### src/hdl/monomial_exponent_enumerator_core_macros.svh
// Assertion macros for the monomial exponent enumerator.
`ifndef MONOMIAL_EXPONENT_ENUMERATOR_CORE_MACROS_SVH
`define MONOMIAL_EXPONENT_ENUMERATOR_CORE_MACROS_SVH

// Same-cycle implication, checked outside reset.
`define MEE_ASSERT_IMP(label, ante, cons, msg) \
    label: assert property (@(posedge i_clk) disable iff (!i_rst_n) (ante) |-> (cons)) \
        else $error(msg);

// Next-cycle implication, checked outside reset.
`define MEE_ASSERT_NXT(label, ante, cons, msg) \
    label: assert property (@(posedge i_clk) disable iff (!i_rst_n) (ante) |=> (cons)) \
        else $error(msg);

`endif

### src/hdl/mee_pkg.sv
// Shared types and constants of the monomial exponent enumerator.
package mee_pkg;

    localparam int MAX_VARS_DEF = 8;
    localparam int EXP_BITS_DEF = 8;

    localparam int MAX_RESULTS = 8;
    localparam int OUT_EXP_W   = 8;
    localparam int IDX_W       = 3;
    localparam int CNT_W       = $clog2(MAX_RESULTS + 1);
    localparam int POS_W       = 16;

    localparam int CFG_IDX_W  = 1;
    localparam int CFG_DATA_W = 16;
    localparam int VARS_W     = 4;

    localparam logic [VARS_W-1:0] VARS_RESET = 4'd3;
    localparam logic [POS_W-1:0]  LEN_RESET  = 16'd10;

    typedef enum logic [CFG_IDX_W-1:0] {
        CFG_VARS_IN_USE,
        CFG_SEQ_LENGTH
    } t_cfg_reg;

    // One monomial as handed from the front to the back.
    typedef struct packed {
        logic [MAX_RESULTS-1:0][OUT_EXP_W-1:0] exps;
        logic [CNT_W-1:0]                      n_vars;
        logic                                  fin;
        logic                                  ovf;
    } t_mono;

    typedef struct packed {
        logic full;
        logic empty;
    } t_q_stat;

endpackage

### src/hdl/mee_req_if.sv
// Request channel: valid/ready handshake with the restart flag.
interface mee_req_if;
    logic valid;
    logic ready;
    logic restart;

    modport source (output valid, output restart, input ready);
    modport sink   (input valid, input restart, output ready);
endinterface

### src/hdl/mee_res_if.sv
// Result channel: valid/ready handshake with one exponent per item.
interface mee_res_if;
    logic       valid;
    logic       ready;
    logic [2:0] var_index;
    logic [7:0] exponent;
    logic       last_of_vector;
    logic       final_monomial;
    logic       overflow;

    modport source (output valid, output var_index, output exponent,
                    output last_of_vector, output final_monomial, output overflow,
                    input ready);
    modport sink   (input valid, input var_index, input exponent,
                    input last_of_vector, input final_monomial, input overflow,
                    output ready);
endinterface

### src/hdl/mee_front.sv
// Front: configuration, exponent state and the graded advance step.
module mee_front import mee_pkg::*; #(
    parameter int MAX_VARS = MAX_VARS_DEF,
    parameter int EXP_BITS = EXP_BITS_DEF
) (
    input  logic                  i_clk,
    input  logic                  i_rst_n,
    input  logic                  i_cfg_we,
    input  logic [CFG_IDX_W-1:0]  i_cfg_index,
    input  logic [CFG_DATA_W-1:0] i_cfg_data,
    mee_req_if.sink               req,
    input  t_q_stat               i_qstat,
    output logic                  o_push,
    output t_mono                 o_push_data
);

    localparam int ACT_MAX = (MAX_VARS < MAX_RESULTS) ? MAX_VARS : MAX_RESULTS;
    localparam int SLOT_W  = (ACT_MAX > 1) ? $clog2(ACT_MAX) : 1;

    logic [EXP_BITS-1:0] r_exp [ACT_MAX];
    logic [EXP_BITS-1:0] n_exp [ACT_MAX];
    logic [EXP_BITS-1:0] r_deg, n_deg;
    logic [POS_W-1:0]    r_pos, n_pos;
    logic [VARS_W-1:0]   r_vars, n_vars;
    logic [POS_W-1:0]    r_len, n_len;

    logic [CNT_W-1:0]    nv;
    logic [SLOT_W-1:0]   nv_last;
    logic [POS_W-1:0]    len_m1;
    logic [EXP_BITS-1:0] carry;
    logic                found;
    logic [SLOT_W-1:0]   j_idx;
    logic [SLOT_W-1:0]   j_m1;
    logic                accept;
    logic                ovf;

    assign req.ready = !i_qstat.full;
    assign accept    = req.valid && req.ready;

    always_comb begin
        if (r_vars == '0) begin
            nv = CNT_W'(1);
        end else if (r_vars > VARS_W'(ACT_MAX)) begin
            nv = CNT_W'(ACT_MAX);
        end else begin
            nv = CNT_W'(r_vars);
        end
    end

    assign nv_last = SLOT_W'(nv - CNT_W'(1));
    assign len_m1  = (r_len == '0) ? '0 : r_len - POS_W'(1);
    assign carry   = r_exp[0] + EXP_BITS'(1);

    // first nonzero exponent above variable 0
    always_comb begin
        found = 1'b0;
        j_idx = '0;
        for (int k = 1; k < ACT_MAX; k++) begin
            if (!found && CNT_W'(k) < nv && r_exp[k] != '0) begin
                found = 1'b1;
                j_idx = SLOT_W'(k);
            end
        end
    end

    assign j_m1 = j_idx - SLOT_W'(1);

    always_comb begin
        n_exp  = r_exp;
        n_deg  = r_deg;
        n_pos  = r_pos;
        n_vars = r_vars;
        n_len  = r_len;
        ovf    = 1'b0;
        if (i_cfg_we) begin
            unique case (t_cfg_reg'(i_cfg_index))
                CFG_VARS_IN_USE: begin
                    n_vars = i_cfg_data[VARS_W-1:0];
                    for (int k = 0; k < ACT_MAX; k++) begin
                        n_exp[k] = '0;
                    end
                    n_deg = '0;
                    n_pos = '0;
                end
                CFG_SEQ_LENGTH: n_len = i_cfg_data[POS_W-1:0];
                default: ;
            endcase
        end else if (accept) begin
            if (req.restart || r_pos >= len_m1) begin
                for (int k = 0; k < ACT_MAX; k++) begin
                    n_exp[k] = '0;
                end
                n_deg = '0;
                n_pos = '0;
            end else if (!found) begin
                if (r_deg == '1) begin
                    ovf = 1'b1;
                end else begin
                    // degree rise: all of x[0]+1 moves to the last variable
                    for (int k = 0; k < ACT_MAX; k++) begin
                        n_exp[k] = (SLOT_W'(k) == nv_last) ? carry : '0;
                    end
                    n_deg = r_deg + EXP_BITS'(1);
                    n_pos = r_pos + POS_W'(1);
                end
            end else begin
                for (int k = 0; k < ACT_MAX; k++) begin
                    if (SLOT_W'(k) == j_idx) begin
                        n_exp[k] = r_exp[k] - EXP_BITS'(1);
                    end else if (SLOT_W'(k) == j_m1) begin
                        n_exp[k] = ((k == 0) ? '0 : r_exp[k]) + carry;
                    end else if (k == 0) begin
                        n_exp[k] = '0;
                    end
                end
                n_pos = r_pos + POS_W'(1);
            end
        end
    end

    always_comb begin
        o_push_data      = '0;
        for (int k = 0; k < ACT_MAX; k++) begin
            o_push_data.exps[k] = OUT_EXP_W'(n_exp[k]);
        end
        o_push_data.n_vars = nv;
        o_push_data.fin    = (n_pos == len_m1);
        o_push_data.ovf    = ovf;
    end

    assign o_push = accept;

    always_ff @(posedge i_clk) begin
        if (!i_rst_n) begin
            for (int k = 0; k < ACT_MAX; k++) begin
                r_exp[k] <= '0;
            end
            r_deg  <= '0;
            r_pos  <= '0;
            r_vars <= VARS_RESET;
            r_len  <= LEN_RESET;
        end else begin
            r_exp  <= n_exp;
            r_deg  <= n_deg;
            r_pos  <= n_pos;
            r_vars <= n_vars;
            r_len  <= n_len;
        end
    end

endmodule

### src/hdl/mee_queue.sv
// Two-entry queue of monomials between front and back.
module mee_queue import mee_pkg::*; (
    input  logic    i_clk,
    input  logic    i_rst_n,
    input  logic    i_push,
    input  t_mono   i_push_data,
    input  logic    i_pop,
    output t_q_stat o_stat,
    output t_mono   o_head
);

    t_mono      r_mem [2];
    logic       r_wr, r_rd;
    logic [1:0] r_cnt;
    logic [1:0] n_cnt;

    assign o_stat.full  = (r_cnt == 2'd2);
    assign o_stat.empty = (r_cnt == 2'd0);
    assign o_head       = r_mem[r_rd];

    always_comb begin
        n_cnt = r_cnt;
        if (i_push && !i_pop) begin
            n_cnt = r_cnt + 2'd1;
        end else if (!i_push && i_pop) begin
            n_cnt = r_cnt - 2'd1;
        end
    end

    always_ff @(posedge i_clk) begin
        if (i_push) begin
            r_mem[r_wr] <= i_push_data;
        end
    end

    always_ff @(posedge i_clk) begin
        if (!i_rst_n) begin
            r_wr  <= 1'b0;
            r_rd  <= 1'b0;
            r_cnt <= 2'd0;
        end else begin
            if (i_push) begin
                r_wr <= !r_wr;
            end
            if (i_pop) begin
                r_rd <= !r_rd;
            end
            r_cnt <= n_cnt;
        end
    end

endmodule

### src/hdl/mee_back.sv
// Back: walks the head monomial out one variable per result item.
module mee_back import mee_pkg::*; (
    input  logic    i_clk,
    input  logic    i_rst_n,
    input  t_q_stat i_qstat,
    input  t_mono   i_head,
    output logic    o_pop,
    mee_res_if.source res
);

    logic [IDX_W-1:0] r_slot;
    logic             last;
    logic             fire;

    assign last = (CNT_W'(r_slot) == i_head.n_vars - CNT_W'(1));
    assign fire = res.valid && res.ready;

    assign res.valid          = !i_qstat.empty;
    assign res.var_index      = r_slot;
    assign res.exponent       = i_head.exps[r_slot];
    assign res.last_of_vector = last;
    assign res.final_monomial = i_head.fin;
    assign res.overflow       = i_head.ovf;

    assign o_pop = fire && last;

    always_ff @(posedge i_clk) begin
        if (!i_rst_n) begin
            r_slot <= '0;
        end else if (fire) begin
            r_slot <= last ? '0 : r_slot + IDX_W'(1);
        end
    end

endmodule

### src/hdl/monomial_exponent_enumerator_core.sv
// Top level of the graded monomial exponent enumerator.
// Each request item on i_req either restarts (restart = 1) at the constant
// monomial or advances the held exponent vector to the next monomial in
// graded order. The block answers with one result item per variable in use
// on o_res, in variable order, last_of_vector on the final one; every item
// of a monomial carries its final_monomial and overflow flags.
// A request is taken by the front, which updates the vector and writes the
// monomial into a two-entry queue. The first result item can be taken the
// cycle after the request; the rest follow one per cycle while o_res.ready
// is high. The single result lane of the back end limits throughput: one item
// per variable in use (1..8) for each request. Requests keep being taken while
// results wait, until the queue holds two monomials.
// Configuration: i_cfg_we with i_cfg_index 0 (vars_in_use, clears the vector)
// or 1 (sequence_length), data on i_cfg_data; write only while idle.
// Reset (i_rst_n low, synchronous) clears the vector and the queue and loads
// vars_in_use = 3 and sequence_length = 10. If o_res.ready is low the current
// result item holds and the front stalls once the queue is full.
`include "monomial_exponent_enumerator_core_macros.svh"

module monomial_exponent_enumerator_core import mee_pkg::*; #(
    parameter int MAX_VARS = MAX_VARS_DEF,
    parameter int EXP_BITS = EXP_BITS_DEF
) (
    input  logic                  i_clk,
    input  logic                  i_rst_n,
    input  logic                  i_cfg_we,
    input  logic [CFG_IDX_W-1:0]  i_cfg_index,
    input  logic [CFG_DATA_W-1:0] i_cfg_data,
    mee_req_if.sink               i_req,
    mee_res_if.source             o_res
);

    t_q_stat w_qstat;
    t_mono   w_push_data;
    t_mono   w_head;
    logic    w_push;
    logic    w_pop;

    mee_front #(
        .MAX_VARS (MAX_VARS),
        .EXP_BITS (EXP_BITS)
    ) u_front (
        .i_clk       (i_clk),
        .i_rst_n     (i_rst_n),
        .i_cfg_we    (i_cfg_we),
        .i_cfg_index (i_cfg_index),
        .i_cfg_data  (i_cfg_data),
        .req         (i_req),
        .i_qstat     (w_qstat),
        .o_push      (w_push),
        .o_push_data (w_push_data)
    );

    mee_queue u_queue (
        .i_clk       (i_clk),
        .i_rst_n     (i_rst_n),
        .i_push      (w_push),
        .i_push_data (w_push_data),
        .i_pop       (w_pop),
        .o_stat      (w_qstat),
        .o_head      (w_head)
    );

    mee_back u_back (
        .i_clk   (i_clk),
        .i_rst_n (i_rst_n),
        .i_qstat (w_qstat),
        .i_head  (w_head),
        .o_pop   (w_pop),
        .res     (o_res)
    );

    `MEE_ASSERT_IMP(a_full_blocks_req, w_qstat.full, !i_req.ready, "request taken with full queue")
    `MEE_ASSERT_IMP(a_ovf_not_final, o_res.valid && o_res.overflow, !o_res.final_monomial, "overflow on final monomial")
    `MEE_ASSERT_NXT(a_index_steps, o_res.valid && o_res.ready && !o_res.last_of_vector, o_res.valid && o_res.var_index == 3'($past(o_res.var_index) + 3'd1), "result index did not step")

endmodule

### src/flat_wrapper.sv
// flat-port wrapper written by rule: the top's interface ports become plain ports
module monomial_exponent_enumerator_core_flat import mee_pkg::*;
#(
    parameter int MAX_VARS = MAX_VARS_DEF,
    parameter int EXP_BITS = EXP_BITS_DEF
)
  (i_clk, i_rst_n, i_cfg_we, i_cfg_index, i_cfg_data, i_req_valid, i_req_restart, i_req_ready, o_res_valid, o_res_var_index, o_res_exponent, o_res_last_of_vector, o_res_final_monomial, o_res_overflow, o_res_ready);
  mee_req_if i_req_i ();
  mee_res_if o_res_i ();
  input  logic i_clk;
  input  logic i_rst_n;
  input  logic i_cfg_we;
  input  logic [CFG_IDX_W-1:0] i_cfg_index;
  input  logic [CFG_DATA_W-1:0] i_cfg_data;
  input wire logic [$bits(i_req_i.valid)-1:0] i_req_valid;
  input wire logic [$bits(i_req_i.restart)-1:0] i_req_restart;
  output wire logic [$bits(i_req_i.ready)-1:0] i_req_ready;
  output wire logic [$bits(o_res_i.valid)-1:0] o_res_valid;
  output wire logic [$bits(o_res_i.var_index)-1:0] o_res_var_index;
  output wire logic [$bits(o_res_i.exponent)-1:0] o_res_exponent;
  output wire logic [$bits(o_res_i.last_of_vector)-1:0] o_res_last_of_vector;
  output wire logic [$bits(o_res_i.final_monomial)-1:0] o_res_final_monomial;
  output wire logic [$bits(o_res_i.overflow)-1:0] o_res_overflow;
  input wire logic [$bits(o_res_i.ready)-1:0] o_res_ready;
  assign i_req_i.valid = i_req_valid;
  assign i_req_i.restart = i_req_restart;
  assign i_req_ready = i_req_i.ready;
  assign o_res_valid = o_res_i.valid;
  assign o_res_var_index = o_res_i.var_index;
  assign o_res_exponent = o_res_i.exponent;
  assign o_res_last_of_vector = o_res_i.last_of_vector;
  assign o_res_final_monomial = o_res_i.final_monomial;
  assign o_res_overflow = o_res_i.overflow;
  assign o_res_i.ready = o_res_ready;
  monomial_exponent_enumerator_core #(.MAX_VARS(MAX_VARS), .EXP_BITS(EXP_BITS)) u_core (.i_clk(i_clk), .i_rst_n(i_rst_n), .i_cfg_we(i_cfg_we), .i_cfg_index(i_cfg_index), .i_cfg_data(i_cfg_data), .i_req(i_req_i), .o_res(o_res_i));
endmodule
### config.mk
export PLATFORM = sky130hd
export DESIGN_NAME = monomial_exponent_enumerator_core_flat
export DESIGN_NICKNAME = d
export VERILOG_FILES = /design/src/hdl/mee_pkg.sv /design/src/hdl/mee_req_if.sv /design/src/hdl/mee_res_if.sv /design/src/hdl/mee_front.sv /design/src/hdl/mee_queue.sv /design/src/hdl/mee_back.sv /design/src/hdl/monomial_exponent_enumerator_core.sv /design/src/flat_wrapper.sv
export VERILOG_INCLUDE_DIRS = /design/src /design/src/hdl
export SDC_FILE = /design/constraint.sdc
export NUM_CORES = 1
export LEC_CHECK = 0
export ABC_AREA = 1
export BUFFER_PORTS_ARGS = -buffer_cell sky130_fd_sc_hd__buf_2
export CAP_MARGIN = 20
export CORE_MARGIN = 2
export CORE_UTILIZATION = 60
export DETAILED_ROUTE_END_ITERATION = 8
export HOLD_SLACK_MARGIN = 0.1
export MAX_ROUTING_LAYER = met4
export PLACE_DENSITY = 0.87
export REMOVE_ABC_BUFFERS = 1
export SKIP_CTS_REPAIR_TIMING = 1
export SKIP_LAST_GASP = 1
export SLEW_MARGIN = 20
export SYNTH_ARGS = -nofsm -noshare
export SYNTH_HDL_FRONTEND = slang
export SYNTH_SLANG_ARGS = --single-unit
### constraint.sdc
create_clock -name i_clk -period 4.7 [get_ports i_clk]
set_input_delay 0 -clock i_clk [delete_from_list [all_inputs] [get_ports i_clk]]
set_output_delay 0 -clock i_clk [all_outputs]
set_load 0.01 [all_outputs]
* Word-level counts from Yosys, hierarchy flattened
Memory sizes are Yosys's and may differ from the RTL's. A register that Yosys moved wholly into a read port is not among the register bits.
Cells that the tools add are included.
** Operators by class
- $add $sub $neg :: 25
- Reduce and logical (&&, ||, !) cells :: 49
- $lt $le $gt $ge :: 10
- Mux-type cells :: 73
- Bitwise gates (word level) :: 1
- Eq/ne operators :: 28
** Operator list (number)
- 64-bit 2-to-1 mux :: 6
- 8-bit 2-to-1 mux :: 31
- 16-bit 2-to-1 mux :: 7
- 8-bit by 1-bit subtractor with 8-bit output (second input constant) :: 8
- 8-bit adder :: 7
- 8-bit nonzero test :: 7
- 3-bit equality test (first input constant) :: 12
- 8-bit binary-select mux with 3-bit select :: 1
- 3-bit 2-to-1 mux :: 7
- 2-bit by 3-bit equality test with 1-bit output (first input constant) :: 6
- 1-bit logical AND :: 18
- 1-bit 2-to-1 mux :: 17
- 16-bit by 1-bit adder with 16-bit output (second input constant) :: 1
- 8-bit by 1-bit adder with 8-bit output (second input constant) :: 2
- 16-bit equality test :: 1
- 16-bit greater-or-equal comparator :: 1
- 16-bit zero test :: 1
- 3-bit by 4-bit < comparator with 1-bit output (first input constant) :: 4
- 16-bit by 1-bit subtractor with 16-bit output (second input constant) :: 1
- 1-bit zero test :: 12
- 1-bit by 3-bit equality test with 1-bit output (first input constant) :: 3
- 3-bit zero test :: 3
- 8-bit equality test (second input constant) :: 1
- 2-bit by 4-bit < comparator with 1-bit output (first input constant) :: 2
- 22 further kinds :: 27
** Word-level totals
- Bits in writable memories :: 140
- Memories :: 1
- Register bits after elaboration :: 115
- Bits of input ports :: 23
- Word-level logic and storage cells :: 203
- Output and inout port bits :: 16
** Memory list
- u_core.u_queue.r_mem :: words 2, width 70, rd ports 1, clocked after Yosys merged registers in 1, write ports 1, line mee_queue.sv:12 : t_mono r_mem [2];

* Longest topological paths before layout
- Word-level depth :: 38
- Mapped depth :: 28
- Mapped depth without buffers :: 28

* By module
A second synthesis with hierarchy kept.
** Unflattened totals
- Cell total of the unflattened synthesis :: 2358
- Area total of the unflattened synthesis :: 18350.1 um^2
** Modules (own cells, without submodules)
- mee_front :: cells each 1921, area each 11806.3 um^2, seq. area each 2162.1 um^2, times used 1
- mee_queue :: cells each 253, area each 5634.2 um^2, seq. area each 4304.1 um^2, times used 1
- mee_back :: cells each 184, area each 909.6 um^2, seq. area each 60.1 um^2, times used 1

* Worst setup path after synthesis
Ideal clock, no wire load.
- Path kind :: register -> register
- From :: register u_core.u_queue.r_cnt[0]
- To :: memory u_core.u_queue.r_mem[1][0] (netlist bit) (enable)
- Cell stages (with the launch flop) :: 5
- Buffers on the path :: 0
- Required time :: 4.200 ns
- Period minus slack after synthesis :: 4.053 ns
- Setup slack :: 0.647 ns
- Arrival :: 3.553 ns
- Setup time :: 0.500 ns
- Path through :: dfxtp_1 -> inv_1 -> nand2_1 -> nand2_1 -> nor2_1
** Between the ends
- Longest elaborated chain between the ends :: 5
** RTL lines
- from (decl) :: line mee_queue.sv:14 : logic [1:0] r_cnt;
- from (signal assigned) :: line mee_queue.sv:48 : r_cnt <= n_cnt;
- 2-bit equality test :: line mee_queue.sv:17 : assign o_stat.full = (r_cnt == 2'd2);
- 1-bit zero test :: line mee_front.sv:37 : assign req.ready = !i_qstat.full;
- via i_req_ready :: line flat_wrapper.sv:17 : output wire logic [$bits(i_req_i.ready)-1:0] i_req_ready;
- 1-bit logical AND :: line mee_front.sv:38 : assign accept = req.valid && req.ready;
- 1-bit 2-to-1 mux :: line mee_queue.sv:31 : if (i_push) begin
- 1-bit 2-to-1 mux (implied by the code) :: line mee_queue.sv:32 : r_mem[r_wr] <= i_push_data;
- to (decl) :: line mee_queue.sv:12
The timed path passes the listed nets, and every way through them passes these cells.

==> impl_metrics.py <==
metrics = {
    "run_status": {
        "status": "complete, no violations",
    },
    "place": {
        "dpl.hpwl_um": 36890,
        "gp_congestion": 0.9818,
        "placed_area_um2": 18060,
        "port_buffers": 38,
        "place_inst": 2610,
    },
    "global_route": {
        "grt_first_pass_wirelength_um": 82300,
        "grt_pass1_vias": 15450,
        "antenna_found_initial": 0,
        "grt.total_usage": 0.3517,
        "grt_max_degree": 67,
        "grt_overflow_total": 0,
    },
    "worst_setup_path": {
        "cp_slowest_cell": "o21ai_2",
        "cp_slowest_stage_delay_ns": 0.54,
        "critical_path_required_ns": 4.99,
        "crit_family": "simple AND/OR/NAND/NOR gates",
        "cp_num_cells": 20,
        "arrival_ns": 4.60,
        "path_max_fanout": 17,
        "critical_path.cell_chain": "inv_1 -> ha_1 -> nand3_1 -> o21ai_2 -> nand3_4 -> nor2_8 -> nand2_4 -> inv_2 -> nor2_8 -> nand2_4 -> nor2_1 -> ha_1 -> inv_1 -> nand3_4 -> a21oi_1 -> o21ai_1 -> nand2_1 -> nand2_1 -> nand2_1 -> nand2_1",
        "cp_num_buf_inv": 3,
        "cp_common_cell": "nand2_1",
        "endpoint_kind": "flip-flop",
        "start_kind": "flip-flop",
        "worstSetupPathType": "flip-flop to flip-flop",
        "rr_worst_depth": 20,
    },
    "cts": {
        "clk_latency_ns": 0.55,
        "cts_tree": "yes",
        "clock_sinks": 256,
        "htreeDepth": 1,
        "cts_buffer_depth": 3,
        "cts_buffers": 27,
        "clockRootBuffer": "clkbuf_16",
        "clk_pin_slew_ns": 0.06,
    },
    "timing": {
        "relSlewSlack": 0.2639,
        "timing.fmax_ghz": 0.2317,
        "skew_ns": 0.01404,
        "finalHoldViolCount": 0,
        "period_share": 0.9184,
        "finalSetupViolCount": 0,
        "period_needed_ns": 4.316,
        "whs_ns": 0.1240,
        "tightest_slew_ns": 1.103,
        "rsz0062_at_grt": "false",
        "maxSlewViolCount": 0,
    },
    "flow_run": {
        "cap_violations": 0,
    },
    "layout": {
        "num-nets-final": 2406,
        "final_area_um2": 19230,
        "fill_cells": 2430,
        "final_util": 0.6701,
        "final_cells": 2691,
        "n_antenna_cell": 0,
        "layout-drive-gt1-share": 0.08409,
        "area_delta_synth_final_pct": 10.15,
        "final_common_cell": "nand2_1",
        "layout_common_cells": "473 x nand2_1, 235 x inv_1, 205 x a21oi_1, 170 x nand3_1, 156 x o21ai_0",
    },
    "drt": {
        "first_iter_violations": 1914,
        "dr.pass1.iters": 6,
        "wl_per_cell_um": 19.84,
        "drc": 0,
        "vias": 16470,
        "viasPerCell": 6.121,
        "wirelength_um": 53390,
        "ant_nets": 0,
    },
    "die": {
        "pin_count": 39,
        "rows": 62,
        "dieArea_um2": 30480,
        "die_width_um": 174.6,
        "start_util": 0.6083,
        "core_um2": 28700,
        "die_h_um": 174.6,
    },
    "synth": {
        "synth_cell_types": 56,
        "synthFlopType": "edfxtp_1",
        "synth_edf_count": 140,
        "ys_seq_area_frac": 0.3738,
        "syn-cell-area_um2": 17460,
        "syn_area_per_cell_um2": 7.787,
        "syn_inst": 2242,
        "yosysWarnings": 0,
        "ys_ff_latch": 256,
        "synthArstFlopShare": 0,
    },
    "worst_hold_path": {
        "whs_path_depth": 7,
        "hold_class": "primary input to flip-flop",
    },
}
-- cell usage after synthesis (all sizes together), types with 45 or more instances --
| cell type | instances | area (um2) |
|---|---|---|
| ha | 88 | 1101 |
| xor2 | 60 | 533.0 |
| dfxtp | 116 | 2322 |
| a21oi | 206 | 1035 |
| o21ai | 179 | 922.1 |
| nand3 | 179 | 970.9 |
| o221ai | 45 | 394.1 |
| nor2 | 144 | 690.7 |
| clkbuf | 61 | 229.0 |
| nand2 | 485 | 1894 |
| inv | 254 | 955.9 |
| o211ai | 62 | 465.5 |
| edfxtp | 140 | 4204 |
-- path summary, 6_finish.rpt --
path | start | to | slack, ns
worst max register to register | u_core.u_front.r_exp[49] | u_core.u_queue.r_mem[1][40] | 0.38
worst min register to register | u_core.u_front.r_deg[1] | u_core.u_front.r_deg[1] | 0.49
worst max-delay path | u_core.u_front.r_exp[49] | u_core.u_queue.r_mem[1][40] | 0.38
worst min-delay path | i_req_restart | u_core.u_front.r_deg[1] | 0.12
-- state kept, by name, indices dropped and copies added (netlist names), named ones only --
name / count
u_core.u_back.res.var_index: 3
u_core.u_front.r_deg: 8
u_core.u_front.r_exp: 64
u_core.u_front.r_len: 16
u_core.u_front.r_pos: 16
u_core.u_front.r_vars: 4
u_core.u_queue.r_cnt: 2
u_core.u_queue.r_mem: 140
u_core.u_queue.r_rd: 1
u_core.u_queue.r_wr: 1
-- routing by layer --
metal / routed length, um / global-route usage / share of wire
met4: 2387 / 0.1406 / 0.045
met3: 4990 / 0.05570 / 0.093
met1: 21550 / 0.4525 / 0.40
met5: 0 / - / 0
met2: 24470 / 0.5585 / 0.46
-- worst reg2reg max path, stage by stage (launching register included) --
cell and delay (ns):
dfxtp_1 0.32, inv_1 0.15, ha_1 0.23, nand3_1 0.19, o21ai_2 0.54, nand3_4 0.19
nor2_8 0.21, nand2_4 0.18, inv_2 0.19, nor2_8 0.06, nand2_4 0.09, nor2_1 0.08
ha_1 0.31, inv_1 0.41, nand3_4 0.30, a21oi_1 0.23, o21ai_1 0.10, nand2_1 0.07
nand2_1 0.05, nand2_1 0.10, nand2_1 0.09
-- cells by family (layout without fill, tap and decap cells) --
group | after synthesis | count (layout) | share of synthesized area
adders and majority gates | 95 | 95 | 0.07109
AOI/OAI and AO/OA | 529 | 529 | 0.1773
and+or+nand+nor | 884 | 884 | 0.2319
muxes | 38 | 38 | 0.02200
DFF | 256 | 256 | 0.3738
xor gates and xnor gates | 88 | 88 | 0.04458
buffers and inverters | 352 | 417 | 0.07933
-- area by class of cell --
class | instances | area, um2 | area share
Clock buffer | 33 | 698.2 | 0.03630
Inverter | 260 | 987.2 | 0.05133
Tap cell | 384 | 480.5 | 0.02498
Clock inverter | 15 | 142.6 | 0.007417
Sequential cell | 256 | 6530 | 0.3395
Multi-Input combinational cell | 1634 | 9563 | 0.4972
Timing Repair Buffer | 109 | 830.8 | 0.04320
-- stage by stage --
step,setup slack [ns],setup TNS [ns]
final,0.3837,0
after global routing,0.1007,0
after CTS,0.4851,0
after detailed placement,0.4638,0
after global placement,0.5246,0
after floorplan,-0.1839,-0.1839
Power is not shown: default switching activity piles up to over one toggle a cycle in this logic, so the estimate is an artifact.
